$ cat config.mk
export PLATFORM = sky130hd
export DESIGN_NAME = twi_bootloader_command_slave_flat
export DESIGN_NICKNAME = d
export VERILOG_FILES = /design/src/rtl/tbcs_pkg.sv /design/src/rtl/tbcs_if.sv /design/src/rtl/tbcs_ram.sv /design/src/rtl/tbcs_front.sv /design/src/rtl/tbcs_back.sv /design/src/rtl/tbcs_queue.sv /design/src/rtl/twi_bootloader_command_slave.sv /design/src/flat_wrapper.sv
export SDC_FILE = /design/constraint.sdc
export NUM_CORES = 1
export LEC_CHECK = 0
export ABC_AREA = 1
export BUFFER_PORTS_ARGS = -buffer_cell sky130_fd_sc_hd__buf_2
export CORE_MARGIN = 1.5
export CORE_UTILIZATION = 35
export DETAILED_ROUTE_END_ITERATION = 6
export SYNTH_ARGS = -nofsm -noshare
export SYNTH_HDL_FRONTEND = slang
export SYNTH_SLANG_ARGS = --single-unit
$ cat constraint.sdc
create_clock -name clk -period 6.2 [get_ports clk]
set_input_delay 0.31 -clock clk [delete_from_list [all_inputs] [get_ports clk]]
set_output_delay 0.31 -clock clk [all_outputs]
set_load 0.05 [all_outputs]
$ cat src/rtl/tbcs_pkg.sv
// ============================================================================
// tbcs_pkg: shared types and constants
// Op codes, command codes, status bits, version text and queue entry type.
// ============================================================================
`default_nettype none
package tbcs_pkg;
    localparam logic [2:0] OP_ADDR  = 3'd0;
    localparam logic [2:0] OP_RX    = 3'd1;
    localparam logic [2:0] OP_REQ   = 3'd2;
    localparam logic [2:0] OP_STOP  = 3'd3;
    localparam logic [2:0] OP_TICK  = 3'd5;

    localparam logic [7:0] CMD_NEW        = 8'hFF;
    localparam logic [7:0] CMD_VERSION    = 8'h01;
    localparam logic [7:0] CMD_STATUS     = 8'h02;
    localparam logic [7:0] CMD_PAGESIZE   = 8'h03;
    localparam logic [7:0] CMD_FLASHSTART = 8'h05;
    localparam logic [7:0] CMD_FLASHIT    = 8'h06;
    localparam logic [7:0] CMD_REBOOT     = 8'h10;

    localparam logic [7:0] ST_WAITING  = 8'h01;
    localparam logic [7:0] ST_READY    = 8'h02;
    localparam logic [7:0] ST_FLASHING = 8'h04;

    localparam logic [1:0] MODE_WAIT  = 2'd0;
    localparam logic [1:0] MODE_FLASH = 2'd1;
    localparam logic [1:0] MODE_BOOT  = 2'd2;

    localparam logic [1:0] REPLY_ACK  = 2'd0;
    localparam logic [1:0] REPLY_STOP = 2'd1;
    localparam logic [1:0] REPLY_NONE = 2'd2;

    localparam int VER_LEN = 12;

    function automatic logic [7:0] version_byte(input logic [3:0] idx);
        logic [7:0] b;
        begin
            unique case (idx)
                4'd0:    b = 8'h74;
                4'd1:    b = 8'h70;
                4'd2:    b = 8'h62;
                4'd3:    b = 8'h6F;
                4'd4:    b = 8'h6F;
                4'd5:    b = 8'h74;
                4'd6:    b = 8'h20;
                4'd7:    b = 8'h76;
                4'd8:    b = 8'h30;
                4'd9:    b = 8'h2E;
                4'd10:   b = 8'h31;
                default: b = 8'h00;
            endcase
            return b;
        end
    endfunction

    // Classified item handed from front to back
    typedef struct packed {
        logic        flush;   // page done: emit words
        logic        boot;    // boot flag after this item
        logic [13:0] base;    // page byte address for the words
        logic [1:0]  reply;
        logic [7:0]  tx;
    } job_t;
endpackage
`default_nettype wire

$ cat src/rtl/tbcs_if.sv
// ============================================================================
// tbcs_in_if / tbcs_out_if / tbcs_cfg_if: valid-ready channels
// Channel interfaces with source and sink modports.
// ============================================================================
`default_nettype none
interface tbcs_in_if;
    logic       valid;
    logic       ready;
    logic [2:0] op;
    logic [7:0] rx_byte;
    modport source (output valid, op, rx_byte, input ready);
    modport sink (input valid, op, rx_byte, output ready);
endinterface

interface tbcs_out_if;
    logic        valid;
    logic        ready;
    logic [1:0]  bus_reply;
    logic [7:0]  tx_byte;
    logic        flash_write;
    logic [13:0] flash_address;
    logic [15:0] flash_word;
    logic        last;
    logic        boot_app;
    modport source (output valid, bus_reply, tx_byte, flash_write, flash_address,
                    flash_word, last, boot_app, input ready);
    modport sink (input valid, bus_reply, tx_byte, flash_write, flash_address,
                  flash_word, last, boot_app, output ready);
endinterface

interface tbcs_cfg_if;
    logic        valid;
    logic        ready;
    logic [15:0] data;
    modport source (output valid, data, input ready);
    modport sink (input valid, data, output ready);
endinterface
`default_nettype wire

$ cat src/rtl/tbcs_ram.sv
// ============================================================================
// tbcs_ram: generic single-port-write RAM
// One write port, one read port with registered read data.
// ============================================================================
`default_nettype none
module tbcs_ram #(
    parameter int WIDTH = 8,
    parameter int DEPTH = 16
) (
    input  wire logic                     clk,
    input  wire logic                     we,
    input  wire logic [$clog2(DEPTH)-1:0] waddr,
    input  wire logic [WIDTH-1:0]         wdata,
    input  wire logic [$clog2(DEPTH)-1:0] raddr,
    output logic      [WIDTH-1:0]         rdata
);
    logic [WIDTH-1:0] mem [DEPTH];

    // Write and registered read
    always_ff @(posedge clk)
    begin
        if (we)
        begin
            mem[waddr] <= wdata;
        end
        rdata <= mem[raddr];
    end
endmodule
`default_nettype wire

$ cat src/rtl/tbcs_front.sv
// ============================================================================
// tbcs_front: command decoder
// Accepts bus events, runs commands, stores page bytes, pushes one job each.
// ============================================================================
`default_nettype none
module tbcs_front #(
    parameter int PAGE_BYTES     = 64,
    parameter int RESPONSE_DEPTH = 12
) (
    input  wire logic                          clk,
    input  wire logic                          rst_n,
    tbcs_in_if.sink                            in_ch,
    tbcs_cfg_if.sink                           cfg_ch,
    input  wire logic                          q_full,
    input  wire logic                          busy,
    output logic                               q_push,
    output tbcs_pkg::job_t                     q_job,
    output logic                               pg_we,
    output logic [$clog2(PAGE_BYTES)-1:0]      pg_waddr,
    output logic [7:0]                         pg_wdata,
    output logic                               boot_app
);
    localparam int RW = $clog2(RESPONSE_DEPTH + 1);
    localparam int FW = $clog2(PAGE_BYTES + 1);
    localparam int RN = (tbcs_pkg::VER_LEN < RESPONSE_DEPTH) ?
                        tbcs_pkg::VER_LEN : RESPONSE_DEPTH;
    localparam int RI = (RESPONSE_DEPTH > 1) ? $clog2(RESPONSE_DEPTH) : 1;

    logic [1:0]  mode_reg;
    logic [15:0] tcount_reg;
    logic [7:0]  status_reg;
    logic [7:0]  cmd_reg;
    logic [7:0]  resp_reg [RESPONSE_DEPTH];
    logic [RW-1:0] rsize_reg;
    logic [RW-1:0] rpos_reg;
    logic [15:0] paddr_reg;
    logic [FW-1:0] fill_reg;

    logic        acc;
    logic [7:0]  d;
    logic [7:0]  cmd_eff;
    logic        flashing;

    // Stall while the queue is full, the back end is draining a page or a write is offered
    assign in_ch.ready  = !q_full && !busy && !cfg_ch.valid;
    assign cfg_ch.ready = 1'b1;
    assign acc = in_ch.valid && in_ch.ready;
    assign d   = in_ch.rx_byte;
    assign cmd_eff = (cmd_reg == tbcs_pkg::CMD_NEW) ? d : cmd_reg;
    assign flashing = (status_reg & tbcs_pkg::ST_FLASHING) != 8'h00;
    assign boot_app  = (mode_reg == tbcs_pkg::MODE_BOOT);

    // Page byte write
    always_comb
    begin
        pg_we    = acc && in_ch.op == tbcs_pkg::OP_RX && flashing
                   && paddr_reg != 16'hFFFF && fill_reg < FW'(PAGE_BYTES);
        pg_waddr = fill_reg[$clog2(PAGE_BYTES)-1:0];
        pg_wdata = d;
    end

    // Classify item into a job
    always_comb
    begin
        q_push    = acc;
        q_job.flush = pg_we && fill_reg == FW'(PAGE_BYTES - 1);
        q_job.base  = paddr_reg[13:0];
        q_job.boot  = (mode_reg == tbcs_pkg::MODE_BOOT)
                      || (in_ch.op == tbcs_pkg::OP_TICK && tcount_reg == 16'd1
                          && mode_reg == tbcs_pkg::MODE_WAIT)
                      || (in_ch.op == tbcs_pkg::OP_RX && !flashing
                          && cmd_eff == tbcs_pkg::CMD_REBOOT);
        q_job.reply = tbcs_pkg::REPLY_ACK;
        q_job.tx    = 8'hFF;
        unique case (in_ch.op)
            tbcs_pkg::OP_ADDR, tbcs_pkg::OP_RX, tbcs_pkg::OP_STOP:
                q_job.reply = tbcs_pkg::REPLY_ACK;
            tbcs_pkg::OP_REQ:
            begin
                if (rpos_reg < rsize_reg && rpos_reg < RW'(RESPONSE_DEPTH))
                begin
                    q_job.tx = resp_reg[rpos_reg[RI-1:0]];
                end
            end
            tbcs_pkg::OP_TICK:
                q_job.reply = tbcs_pkg::REPLY_NONE;
            default:
                q_job.reply = tbcs_pkg::REPLY_STOP;
        endcase
    end

    // Command state
    always_ff @(posedge clk or negedge rst_n)
    begin
        if (!rst_n)
        begin
            mode_reg   <= tbcs_pkg::MODE_WAIT;
            tcount_reg <= 16'd8;
            status_reg <= tbcs_pkg::ST_WAITING;
            cmd_reg    <= tbcs_pkg::CMD_NEW;
            rsize_reg  <= '0;
            rpos_reg   <= '0;
            paddr_reg  <= 16'hFFFF;
            fill_reg   <= '0;
        end
        else if (cfg_ch.valid)
        begin
            tcount_reg <= cfg_ch.data;
        end
        else if (acc)
        begin
            if (in_ch.op == tbcs_pkg::OP_REQ)
            begin
                if (rpos_reg < rsize_reg && rpos_reg < RW'(RESPONSE_DEPTH))
                begin
                    rpos_reg <= rpos_reg + RW'(1);
                end
            end
            else if (in_ch.op == tbcs_pkg::OP_TICK)
            begin
                tcount_reg <= tcount_reg - 16'd1;
                if (tcount_reg == 16'd1 && mode_reg == tbcs_pkg::MODE_WAIT)
                begin
                    mode_reg <= tbcs_pkg::MODE_BOOT;
                end
            end
            else if (in_ch.op == tbcs_pkg::OP_RX)
            begin
                if (flashing)
                begin
                    if (paddr_reg == 16'hFFFF)
                    begin
                        paddr_reg <= {2'b00, d, 6'b000000};
                    end
                    else if (pg_we)
                    begin
                        if (q_job.flush)
                        begin
                            paddr_reg  <= 16'hFFFF;
                            fill_reg   <= '0;
                            status_reg <= status_reg & ~tbcs_pkg::ST_FLASHING;
                            cmd_reg    <= tbcs_pkg::CMD_NEW;
                        end
                        else
                        begin
                            fill_reg <= fill_reg + FW'(1);
                        end
                    end
                end
                else
                begin
                    cmd_reg <= cmd_eff;
                    unique case (cmd_eff)
                        tbcs_pkg::CMD_VERSION:
                        begin
                            rsize_reg <= RW'(RN);
                            rpos_reg  <= '0;
                            cmd_reg   <= tbcs_pkg::CMD_NEW;
                        end
                        tbcs_pkg::CMD_STATUS, tbcs_pkg::CMD_PAGESIZE:
                        begin
                            rsize_reg <= RW'(1);
                            rpos_reg  <= '0;
                            cmd_reg   <= tbcs_pkg::CMD_NEW;
                        end
                        tbcs_pkg::CMD_FLASHIT:
                        begin
                            status_reg <= status_reg | tbcs_pkg::ST_FLASHING;
                            paddr_reg  <= 16'hFFFF;
                            fill_reg   <= '0;
                        end
                        tbcs_pkg::CMD_FLASHSTART:
                        begin
                            if (mode_reg != tbcs_pkg::MODE_BOOT)
                            begin
                                mode_reg <= tbcs_pkg::MODE_FLASH;
                            end
                            status_reg <= tbcs_pkg::ST_READY;
                            cmd_reg    <= tbcs_pkg::CMD_NEW;
                        end
                        tbcs_pkg::CMD_REBOOT:
                            mode_reg <= tbcs_pkg::MODE_BOOT;
                        default:
                        begin
                        end
                    endcase
                end
            end
        end
    end

    // Response buffer payload
    always_ff @(posedge clk)
    begin
        if (acc && in_ch.op == tbcs_pkg::OP_RX && !flashing)
        begin
            if (cmd_eff == tbcs_pkg::CMD_VERSION)
            begin
                for (int i = 0; i < RN; i++)
                begin
                    resp_reg[i] <= tbcs_pkg::version_byte(4'(i));
                end
            end
            else if (cmd_eff == tbcs_pkg::CMD_STATUS)
            begin
                resp_reg[0] <= status_reg;
            end
            else if (cmd_eff == tbcs_pkg::CMD_PAGESIZE)
            begin
                resp_reg[0] <= 8'(PAGE_BYTES);
            end
        end
    end
endmodule
`default_nettype wire

$ cat src/rtl/tbcs_back.sv
// ============================================================================
// tbcs_back: result generator
// Pops jobs, emits single results or drains a page as word writes.
// ============================================================================
`default_nettype none
module tbcs_back #(
    parameter int PAGE_BYTES = 64
) (
    input  wire logic                     clk,
    input  wire logic                     rst_n,
    input  wire logic                     q_empty,
    input  tbcs_pkg::job_t                q_job,
    output logic                          q_pop,
    output logic                          busy,
    output logic [$clog2(PAGE_BYTES)-1:0] pg_raddr,
    input  wire logic [7:0]               pg_rdata,
    tbcs_out_if.source                    out_ch
);
    localparam int AW = $clog2(PAGE_BYTES);
    localparam int NW = (PAGE_BYTES + 1) / 2;
    localparam int BW = $clog2(PAGE_BYTES + 1);

    localparam logic [1:0] S_IDLE = 2'd0;
    localparam logic [1:0] S_LO   = 2'd1;
    localparam logic [1:0] S_HI   = 2'd2;
    localparam logic [1:0] S_OUT  = 2'd3;

    logic [1:0]    state_reg;
    logic [BW-1:0] off_reg;
    logic [7:0]    lo_reg;
    logic [13:0]   base_reg;
    logic          ov_reg;
    logic          hi_ok;

    assign busy = (state_reg != S_IDLE) || (!q_empty && q_job.flush);
    assign out_ch.valid = ov_reg;
    assign hi_ok = (off_reg + BW'(1)) < BW'(PAGE_BYTES);

    // Read the low byte first, then hold the high byte address until the word leaves
    always_comb
    begin
        q_pop = 1'b0;
        pg_raddr = off_reg[AW-1:0];
        if ((state_reg == S_HI || state_reg == S_OUT) && hi_ok)
        begin
            pg_raddr = AW'(off_reg + BW'(1));
        end
        if (state_reg == S_IDLE && !q_empty && (!ov_reg || out_ch.ready))
        begin
            q_pop = 1'b1;
        end
    end

    // Result sequencer: reads two page bytes per word
    always_ff @(posedge clk or negedge rst_n)
    begin
        if (!rst_n)
        begin
            state_reg <= S_IDLE;
            ov_reg    <= 1'b0;
            off_reg   <= '0;
        end
        else
        begin
            if (ov_reg && out_ch.ready)
            begin
                ov_reg <= 1'b0;
            end
            unique case (state_reg)
                S_IDLE:
                begin
                    if (q_pop)
                    begin
                        out_ch.boot_app <= q_job.boot;
                        if (q_job.flush)
                        begin
                            state_reg <= S_LO;
                            off_reg   <= '0;
                            base_reg  <= q_job.base;
                        end
                        else
                        begin
                            ov_reg               <= 1'b1;
                            out_ch.bus_reply     <= q_job.reply;
                            out_ch.tx_byte       <= q_job.tx;
                            out_ch.flash_write   <= 1'b0;
                            out_ch.flash_address <= '0;
                            out_ch.flash_word    <= '0;
                            out_ch.last          <= 1'b1;
                        end
                    end
                end
                S_LO:
                    state_reg <= S_HI;
                S_HI:
                begin
                    lo_reg    <= pg_rdata;
                    state_reg <= S_OUT;
                end
                default:
                begin
                    if (!ov_reg || out_ch.ready)
                    begin
                        ov_reg             <= 1'b1;
                        out_ch.tx_byte     <= 8'hFF;
                        out_ch.flash_write <= 1'b1;
                        out_ch.flash_address <= base_reg + 14'(off_reg);
                        out_ch.flash_word  <= {hi_ok ? pg_rdata : 8'h00, lo_reg};
                        if (off_reg >= BW'(2 * NW - 2))
                        begin
                            out_ch.bus_reply <= tbcs_pkg::REPLY_ACK;
                            out_ch.last      <= 1'b1;
                            state_reg        <= S_IDLE;
                        end
                        else
                        begin
                            out_ch.bus_reply <= tbcs_pkg::REPLY_NONE;
                            out_ch.last      <= 1'b0;
                            off_reg          <= off_reg + BW'(2);
                            state_reg        <= S_LO;
                        end
                    end
                end
            endcase
        end
    end
endmodule
`default_nettype wire

$ cat src/rtl/tbcs_queue.sv
// ============================================================================
// tbcs_queue: two-entry job queue
// Decouples the decoder from the result generator.
// ============================================================================
`default_nettype none
module tbcs_queue (
    input  wire logic     clk,
    input  wire logic     rst_n,
    input  wire logic     push,
    input  tbcs_pkg::job_t din,
    input  wire logic     pop,
    output tbcs_pkg::job_t dout,
    output logic          full,
    output logic          empty
);
    tbcs_pkg::job_t mem_reg [2];
    logic       wp_reg, rp_reg;
    logic [1:0] cnt_reg;

    assign full  = cnt_reg == 2'd2;
    assign empty = cnt_reg == 2'd0;
    assign dout  = mem_reg[rp_reg];

    // Advance pointers
    always_ff @(posedge clk or negedge rst_n)
    begin
        if (!rst_n)
        begin
            wp_reg <= 1'b0; rp_reg <= 1'b0; cnt_reg <= 2'd0;
        end
        else
        begin
            if (push) wp_reg <= !wp_reg;
            if (pop)  rp_reg <= !rp_reg;
            cnt_reg <= cnt_reg + 2'(push) - 2'(pop);
        end
    end

    always_ff @(posedge clk)
    begin
        if (push) mem_reg[wp_reg] <= din;
    end
endmodule
`default_nettype wire

$ cat src/rtl/twi_bootloader_command_slave.sv
// ============================================================================
// twi_bootloader_command_slave: bootloader command side on a two-wire bus
// Decoder front end, job queue and result generator with a page RAM.
// ============================================================================
// Items pass the job queue, then the output register; one item per cycle while
// the output is ready. A completed page drains as (PAGE_BYTES+1)/2 words via
// S_LO, S_HI and S_OUT, with two registered page RAM reads; input stalls meanwhile.
// Reset (rst_n low, asynchronous): wait mode, timeout 8, no command pending.
`default_nettype none
module twi_bootloader_command_slave #(
    parameter int PAGE_BYTES     = 64,
    parameter int RESPONSE_DEPTH = 12
) (
    input  wire logic  clk,
    input  wire logic  rst_n,
    tbcs_in_if.sink    in_ch,
    tbcs_cfg_if.sink   cfg_ch,
    tbcs_out_if.source out_ch
);
    localparam int AW = $clog2(PAGE_BYTES);

    logic           q_push, q_pop, q_full, q_empty, busy, pg_we, boot_app;
    tbcs_pkg::job_t f_job, b_job;
    logic [AW-1:0]  pg_waddr, pg_raddr;
    logic [7:0]     pg_wdata, pg_rdata;

    tbcs_front #(.PAGE_BYTES(PAGE_BYTES), .RESPONSE_DEPTH(RESPONSE_DEPTH)) u_front (
        .clk, .rst_n, .in_ch, .cfg_ch, .q_full, .busy, .q_push, .q_job(f_job),
        .pg_we, .pg_waddr, .pg_wdata, .boot_app
    );

    tbcs_queue u_queue (
        .clk, .rst_n, .push(q_push), .din(f_job), .pop(q_pop), .dout(b_job),
        .full(q_full), .empty(q_empty)
    );

    tbcs_ram #(.WIDTH(8), .DEPTH(PAGE_BYTES)) u_page (
        .clk, .we(pg_we), .waddr(pg_waddr), .wdata(pg_wdata),
        .raddr(pg_raddr), .rdata(pg_rdata)
    );

    tbcs_back #(.PAGE_BYTES(PAGE_BYTES)) u_back (
        .clk, .rst_n, .q_empty, .q_job(b_job), .q_pop, .busy, .pg_raddr,
        .pg_rdata, .out_ch
    );

    // Queue never overflows
    a_no_overflow: assert property (@(posedge clk) disable iff (!rst_n)
        q_full |-> !q_push) else $error("job queue overflow");

    // Write results always carry a write flag and no tx data
    a_write_tx: assert property (@(posedge clk) disable iff (!rst_n)
        out_ch.valid && out_ch.flash_write |-> out_ch.tx_byte == 8'hFF)
        else $error("write result with tx data");

    // Boot request is sticky
    a_boot_sticky: assert property (@(posedge clk) disable iff (!rst_n)
        $past(boot_app) |-> boot_app) else $error("boot flag dropped");
endmodule
`default_nettype wire
$ cat src/flat_wrapper.sv
// flat-port wrapper written by rule: the top's interface ports become plain ports
module twi_bootloader_command_slave_flat 
#(
    parameter int PAGE_BYTES     = 64,
    parameter int RESPONSE_DEPTH = 12
)
  (clk, rst_n, in_ch_valid, in_ch_op, in_ch_rx_byte, in_ch_ready, cfg_ch_valid, cfg_ch_data, cfg_ch_ready, out_ch_valid, out_ch_bus_reply, out_ch_tx_byte, out_ch_flash_write, out_ch_flash_address, out_ch_flash_word, out_ch_last, out_ch_boot_app, out_ch_ready);
  tbcs_in_if in_ch_i ();
  tbcs_cfg_if cfg_ch_i ();
  tbcs_out_if out_ch_i ();
  input  wire logic clk;
  input  wire logic rst_n;
  input wire logic [$bits(in_ch_i.valid)-1:0] in_ch_valid;
  input wire logic [$bits(in_ch_i.op)-1:0] in_ch_op;
  input wire logic [$bits(in_ch_i.rx_byte)-1:0] in_ch_rx_byte;
  output wire logic [$bits(in_ch_i.ready)-1:0] in_ch_ready;
  input wire logic [$bits(cfg_ch_i.valid)-1:0] cfg_ch_valid;
  input wire logic [$bits(cfg_ch_i.data)-1:0] cfg_ch_data;
  output wire logic [$bits(cfg_ch_i.ready)-1:0] cfg_ch_ready;
  output wire logic [$bits(out_ch_i.valid)-1:0] out_ch_valid;
  output wire logic [$bits(out_ch_i.bus_reply)-1:0] out_ch_bus_reply;
  output wire logic [$bits(out_ch_i.tx_byte)-1:0] out_ch_tx_byte;
  output wire logic [$bits(out_ch_i.flash_write)-1:0] out_ch_flash_write;
  output wire logic [$bits(out_ch_i.flash_address)-1:0] out_ch_flash_address;
  output wire logic [$bits(out_ch_i.flash_word)-1:0] out_ch_flash_word;
  output wire logic [$bits(out_ch_i.last)-1:0] out_ch_last;
  output wire logic [$bits(out_ch_i.boot_app)-1:0] out_ch_boot_app;
  input wire logic [$bits(out_ch_i.ready)-1:0] out_ch_ready;
  assign in_ch_i.valid = in_ch_valid;
  assign in_ch_i.op = in_ch_op;
  assign in_ch_i.rx_byte = in_ch_rx_byte;
  assign in_ch_ready = in_ch_i.ready;
  assign cfg_ch_i.valid = cfg_ch_valid;
  assign cfg_ch_i.data = cfg_ch_data;
  assign cfg_ch_ready = cfg_ch_i.ready;
  assign out_ch_valid = out_ch_i.valid;
  assign out_ch_bus_reply = out_ch_i.bus_reply;
  assign out_ch_tx_byte = out_ch_i.tx_byte;
  assign out_ch_flash_write = out_ch_i.flash_write;
  assign out_ch_flash_address = out_ch_i.flash_address;
  assign out_ch_flash_word = out_ch_i.flash_word;
  assign out_ch_last = out_ch_i.last;
  assign out_ch_boot_app = out_ch_i.boot_app;
  assign out_ch_i.ready = out_ch_ready;
  twi_bootloader_command_slave #(.PAGE_BYTES(PAGE_BYTES), .RESPONSE_DEPTH(RESPONSE_DEPTH)) u_core (.clk(clk), .rst_n(rst_n), .in_ch(in_ch_i), .cfg_ch(cfg_ch_i), .out_ch(out_ch_i));
endmodule
# After elaboration in Yosys (flattened, before gate mapping)
# Memories as Yosys holds them, arrays and structs flattened. A register that Yosys moved wholly into a read port is not among the register bits.
# Cells that the tools add are included.
# op_classes
reduce_logical	68
muxes	123
n_addsub	8
magnitude_cmp	5
n_bitwise	8
eq_ne	37
# op_table
cell	count
$mux 8	35
$mux 16	12
$mux 7	9
$mux 14	3
$reduce_and 8->1	5
$pmux 16 s2	1
$pmux 8 s2	2
$mux 1	29
$pmux 14 s2	1
$mux 2	12
$mux 4	6
$logic_and 1x1->1	20
$ne 2x2->1 const B	9
$reduce_bool 2->1	9
$eq 16x1->1 const B	1
$eq 16x16->1 const B	1
$eq 8x2->1 const B	2
$eq 8x3->1 const B	2
$ne 16x16->1 const B	1
$sub 16x1->16 const B	1
$reduce_and 5->1	3
$add 14x7->14	1
$add 7x1->7 const B	2
$lt 7x7->1 const B	2
other kinds (41)	80
# word_totals
mem_bits_rw	660
inputBits	32
n_memories	3
wordCells	276
register_bits	144
# mem_list
name	words	word_bits	rd	rd_clocked_by_memory_dff	write_ports	line_no	source
u_core.u_page.mem	64	8	1	1	1	tbcs_ram.sv:17	logic [WIDTH-1:0] mem [DEPTH];
u_core.u_front.resp_reg	12	8	1	0	12	tbcs_front.sv:33	logic [7:0] resp_reg [RESPONSE_DEPTH];
u_core.u_queue.mem_reg	2	26	1	0	1	tbcs_queue.sv:16	tbcs_pkg::job_t mem_reg [2];

# Longest topological paths before layout
# logic_depth
depth_word	17
ltp_mapped	17

# By module
# From an unflattened synthesis, not the netlist that was laid out.
# hier_totals
hier_cells	2801
area_unflattened_um2	30730.7
# modules_own_cells
module	instances	area_each_um2	seq_area_each_um2	cells_each
tbcs_ram	1	21291.7	15534.9	1822
tbcs_front	1	3814.9	1450.1	497
tbcs_back	1	3372.0	2177.1	321
tbcs_queue	1	2252.2	1661.6	161

# Worst setup path before layout
# No wires, ideal clock.
# synth_timing
path_kind	reg2reg
start	register u_core.u_back.state_reg[0]
end	register u_core.u_back.out_ch.bus_reply[0] (enable)
slack_ns	0.433
setup_time_ns	0.546
arrival_ns	5.221
n_path_buf	1
period_less_slack_ns	5.767
stages_incl_launch_ff	8
cell_sequence	dfrtp_1 -> inv_1 -> ha_1 -> inv_1 -> clkbuf_1 -> nor2_1 -> a21oi_1 -> nor4_1
# synth_via
elab_chain_cells	6
# synth_rtl
element	line_no	source
start: declaration	tbcs_back.sv:28	logic [1:0] state_reg;
start signal: assignment	tbcs_back.sv:59	state_reg <= S_IDLE;
start signal: assignment	tbcs_back.sv:77	state_reg <= S_LO;
start signal: assignment	tbcs_back.sv:94	state_reg <= S_HI;
$logic_not 2->1	tbcs_back.sv:48, tbcs_back.sv:69	
$logic_and 1x1->1 (2 in a row)	tbcs_back.sv:48	if (state_reg == S_IDLE && !q_empty && (!ov_reg || out_ch.ready))
$mux 1	tbcs_back.sv:48	
$ne 2x1->1 (no line)	-	
$reduce_and 5->1 (no line) *	-	
end signal: assignment	tbcs_back.sv:84	out_ch.bus_reply <= q_job.reply;
end signal: assignment	tbcs_back.sv:111	out_ch.bus_reply <= tbcs_pkg::REPLY_ACK;
end signal: assignment	tbcs_back.sv:117	out_ch.bus_reply <= tbcs_pkg::REPLY_NONE;
end: declaration	tbcs_if.sv:25	modport source (output valid, bus_reply, tx_byte, flash_write, flash_address,
# Every way passes the cells marked *; elsewhere a longest branch is shown, timed or not.
# A chain may end at the register's enable or synchronous reset.

# Worst setup path in the final report
# layout_timing
start	register u_core.u_queue.rp_reg
end	memory u_core.u_page.mem[8][4] (enable)
# layout_via
elab_chain_cells	13
# layout_rtl
element	line_no	source
start: declaration	tbcs_queue.sv:17	logic wp_reg, rp_reg;
start signal: assignment	tbcs_queue.sv:34	if (pop) rp_reg <= !rp_reg;
$mem_v2 2x26	-	
$logic_and 1x1->1	tbcs_back.sv:35	assign busy = (state_reg != S_IDLE) || (!q_empty && q_job.flush);
$logic_or 1x1->1	tbcs_back.sv:35	
$logic_not 1->1	tbcs_front.sv:45	assign in_ch.ready = !q_full && !busy && !cfg_ch.valid;
$logic_and 1x1->1 (2 in a row)	tbcs_front.sv:45	
$logic_and 1x1->1	tbcs_front.sv:47	assign acc = in_ch.valid && in_ch.ready;
$logic_and 1x1->1 (2 in a row)	tbcs_front.sv:56	pg_we = acc && in_ch.op == tbcs_pkg::OP_RX && flashing
$logic_and 1x1->1 (2 in a row)	tbcs_front.sv:57	&& paddr_reg != 16'hFFFF && fill_reg < FW'(PAGE_BYTES);
$mux 1	tbcs_ram.sv:22	if (we)
$mux 1 (not written as such)	tbcs_ram.sv:24	mem[waddr] <= wdata;
end: declaration	tbcs_ram.sv:17	
# Every way passes these cells.

==> summary by stage <==
Outcome
The flow ran to the end, and the final reports show no timing, DRC or antenna violations.

Clock network
The register clock-pin slew on the reported worst setup and hold paths is roughly 0.06 ns. CTS built an H-tree with a depth of 3. The number of setup buffers added after CTS is 0. In this run the clock root is driven by a sky130_fd_sc_hd__clkbuf_16.

The number of sinks on the clock net is 691. Buffers inserted during clock tree synthesis total 74. The number of buffers inserted by hold repair at cts is 14.

The post-cts sizing count is 0. The clock passes through at most 3 buffers. Clock latency on the worst-skew pair, taken at its later pin, is between 0.6 and 0.7 ns.

TritonCTS built the clock tree.

Yosys
The number of instances in the synthesized netlist is 2621. Of the total synthesized cell area, the portion taken by XOR and XNOR cells is 0.2700%. The number of synthesized register bits is 691. In this run the mean area of a mapped cell was 11.14 um2. By area the synthesized netlist is led by sky130_fd_sc_hd__edfxtp_1 (64%), sky130_fd_sc_hd__nor2_1 (5.9%), sky130_fd_sc_hd__nand2_1 (5.8%).

Synthesis produced a netlist with a net count of 2675. Synthesis instantiated 58 different standard cells from the library. The cell area after technology mapping is 29200 um2. Among all cell types in the netlist, the one instantiated most often is sky130_fd_sc_hd__edfxtp_1.

In this run the biggest area consumer among cell types represents 63.66% of the synthesized area. In the synthesized netlist the dominant register cell turns out to be sky130_fd_sc_hd__edfxtp_1. The synthesized netlist devotes less than 1% of its cell area to adder and majority cells.

The main combinational cell family by area after synthesis is simple AND/OR/NAND/NOR gates. After synthesis, the most frequently instantiated cells are sky130_fd_sc_hd__edfxtp_1 (619), sky130_fd_sc_hd__nor2_1 (458), sky130_fd_sc_hd__nand2_1 (450). The largest area contributor in the netlist is sky130_fd_sc_hd__edfxtp_1. The area fraction in and, or, nand and nor cells after synthesis is approximately 17%. The area fraction in compound gates after synthesis is approximately 7.9%. For this run, the register share of the synthesized area comes to 69.78%. Counting flops with an async set or reset pin after synthesis yields a share of 9.262%.

In the synthesized netlist, mux cells make up 0% of the area. The number of synthesis warnings is 0. Counting flops with a built-in enable in the synthesized netlist gives approximately 620.

Final layout
The net count of the finished layout is between 2000 and 3000. The share of post-route cells with drive strength above 1 is between 10% and 20%. The register with the most flip-flops in the layout has between 500 and 600 of them. The number of antenna diodes is 0. The number of non-filler instances in the completed layout is ~3800. The final design utilization is 40.30%. The layout overhead on the synthesized area is 13.69%.

Detailed routing
The final route contains approximately 20000 vias. The antenna violation net count after detailed routing is 0. The number of remaining DRC errors is 0. The first-pass detailed-route iteration total is 5. In this run, the number of DRC markers left after iteration 0 of detailed routing was about 1800.

The wire length per cell after detailed routing is 19.66 um. After detailed routing, the number of vias per cell comes to 5.109. After detailed routing, the total wire length is roughly 75 mm.

Timing
The worst pin sits at a relative slew slack of between 20% and 30%. The number of slew-limit violations in the final report is 0. For the final routed database, the setup TNS stands at 0 ns. Based on the critical path, the design can be clocked at up to 0.2619 GHz. The clock period minus worst slack is 3.818 ns. Setup violations remaining at the end of the flow were counted as 0. Dividing the final minimum period by the clock period gives roughly three fifths.

The final count of hold timing violations is 0. The tightest hold path in the finished design has a slack of ~0.05 ns. After layout, the worst setup slack is 2.382 ns. Setup repair after global routing left no endpoint under its margin. For the pin with the worst max-slew slack, the measured transition is roughly 1.1 ns.

The worst setup skew after layout is 0.02920 ns.

Place
During placement, the flow inserted port buffers numbering 76. Including well taps, the total number of placed cells is 3670. The pre-CTS worst setup slack is 2.375 ns. The congestion estimate from routability-driven global placement came to approximately 0.8. The HPWL after detailed placement is 44.93 mm.

Floorplanning
The die extent in x is between 200 and 300 um. In this run the core area contains approximately 110 standard-cell rows. In this run the vertical extent of the chip is 291.8 um. The core footprint is 82370 um2. The die covers 85160 um2.

The initial cell density of the core is 35.44%. In this run the count of I/O pins placed on the die edge is 78.

Global route
The number of global-route vias before repair was 19020. Across every metal layer, demand over resource in global routing totals 17.49%. Summed over all layers, the global routing overflow is 0. The initial antenna violation count is 2. The global-route wire length before repair is about 110 mm. The maximum number of pins on one net before global-route repair is 253.

Pwr
For this design the ratio of total power to cell area is 444.7 nW/um2. Summed over all cells, the static leakage comes to 12.10 nW. Across the VDD grid, the largest voltage drop is 0.5872 mV.

Setup path
For the worst setup path, the data arrival time is 4.05 ns. Data on the critical path is required at its endpoint by 6.43 ns. The sort of element at the end of the critical path is a flop.

The number of cell instances on the worst register-to-register path is 10. The element type at the critical path start is a flop. The kind of critical path is flop to flop.

Of all nets on the critical path, the largest fanout is 23.

Min path
The worst hold path passes through 5 cells. In this run the worst hold path is classified as primary input to flop.

Job
Max-cap violations in this run came to 0.
==> layout by cell type, fill, tap and decap left out, types with 3 or more instances in the layout <==
master	netlist	layout
sky130_fd_sc_hd__buf_2	49	76
sky130_fd_sc_hd__clkbuf_16	0	77
sky130_fd_sc_hd__nor2_1	458	456
sky130_fd_sc_hd__o22ai_1	23	23
sky130_fd_sc_hd__nand4_1	13	13
sky130_fd_sc_hd__buf_4	1	22
sky130_fd_sc_hd__dfxtp_1	8	8
sky130_fd_sc_hd__nand3_1	185	185
sky130_fd_sc_hd__nand2_1	450	450
sky130_fd_sc_hd__inv_2	10	9
sky130_fd_sc_hd__nor2_2	12	13
sky130_fd_sc_hd__nand3b_1	7	7
sky130_fd_sc_hd__o211ai_1	22	22
sky130_fd_sc_hd__o21ai_1	17	17
sky130_fd_sc_hd__nor2_4	4	5
sky130_fd_sc_hd__nor3_1	18	18
sky130_fd_sc_hd__clkbuf_1	54	18
sky130_fd_sc_hd__xnor2_1	3	3
sky130_fd_sc_hd__buf_12	0	3
sky130_fd_sc_hd__dlygate4sd3_1	0	14
sky130_fd_sc_hd__clkinv_2	0	15
sky130_fd_sc_hd__clkinv_1	4	17
sky130_fd_sc_hd__a21oi_1	90	90
sky130_fd_sc_hd__or2_2	4	4
sky130_fd_sc_hd__dfstp_2	19	19
sky130_fd_sc_hd__a31oi_1	6	6
sky130_fd_sc_hd__nand2_2	4	4
sky130_fd_sc_hd__ha_1	22	22
sky130_fd_sc_hd__xor2_1	6	6
sky130_fd_sc_hd__inv_1	157	157
sky130_fd_sc_hd__nor4_1	7	6
sky130_fd_sc_hd__nand3_2	8	8
sky130_fd_sc_hd__bufinv_16	0	7
sky130_fd_sc_hd__edfxtp_1	619	619
sky130_fd_sc_hd__clkinvlp_4	0	3
sky130_fd_sc_hd__o21ai_0	246	246
sky130_fd_sc_hd__dfrtp_1	45	44
==> path summary, 6_finish.rpt <==
| kind | start | to | slack (ns) |
|---|---|---|---|
| max in group asynchronous | rst_n | u_core.u_back.off_reg[1] | 5.05 |
| hold / removal | cfg_ch_data[15] | u_core.u_front.tcount_reg[15] | 0.05 |
| min in group asynchronous | rst_n | u_core.u_back.out_ch.valid | 0.45 |
| setup reg to reg | u_core.u_queue.rp_reg | u_core.u_page.mem[8][4] | 2.38 |
| setup / recovery | u_core.u_queue.rp_reg | u_core.u_page.mem[8][4] | 2.38 |
| hold reg to reg | u_core.u_front.status_reg[0] | u_core.u_front.status_reg[0] | 0.45 |
==> per-stage QoR <==
stage	power, mW	instance area [um2]
final	14.76	33190
after global routing	15.54	33190
after CTS	14.86	33190
after detailed placement	10.46	30630
after global placement	10.46	30630
after floorplan	8.938	29200
==> critical path: stages, from the launching register on <==
cell and delay, ns:
sky130_fd_sc_hd__dfrtp_1 0.81, sky130_fd_sc_hd__inv_2 0.36, sky130_fd_sc_hd__nand2_1 0.16, sky130_fd_sc_hd__nand3_1 0.08
sky130_fd_sc_hd__nand2_1 0.14, sky130_fd_sc_hd__nand4_4 0.18, sky130_fd_sc_hd__inv_4 0.20, sky130_fd_sc_hd__nand2_4 0.10
sky130_fd_sc_hd__nor2_4 0.15, sky130_fd_sc_hd__nand3_2 0.51, sky130_fd_sc_hd__nor2_1 0.74
==> report_power, final <==
group	internal (mW)	leakage (nW)	total, mW	switching (mW)
clock	2.59	1.18	4.39	1.80
combinational	1.21	4.56	4.68	3.47
sequential	5.43	6.36	5.69	0.257
total	9.23	12.1	14.8	5.53
==> final cells by class <==
| class | count | area (um2) |
|---|---|---|
| Clock buffer | 96 | 2008 |
| Clock inverter | 41 | 412.9 |
| Fill cell | 7816 | 49180 |
| Inverter | 172 | 649.4 |
| Multi-Input combinational cell | 1636 | 7661 |
| Sequential cell | 691 | 20380 |
| Tap cell | 1070 | 1339 |
| Timing Repair Buffer | 115 | 745.7 |
==> kinds of logic after synthesis <==
logic type	count (synthesis)
and+or+nand+nor	1180
xor gates and xnor gates	9
other	1
adders and majority gates	22
AOI/OAI and AO/OA	424
DFF	691
buffers and inverters	294
==> per-layer routing <==
metal	track usage (%)	up-vias	wire (um)	share of wire, %
met4	5.450	2	1847	2.5
met5	0	-	14	0.019
met1	23.11	9493	31570	42
met2	29.58	672	36850	49
li1	-	9245	-	-
met3	2.702	110	4845	6.4
(Power assumes the default switching activity.)
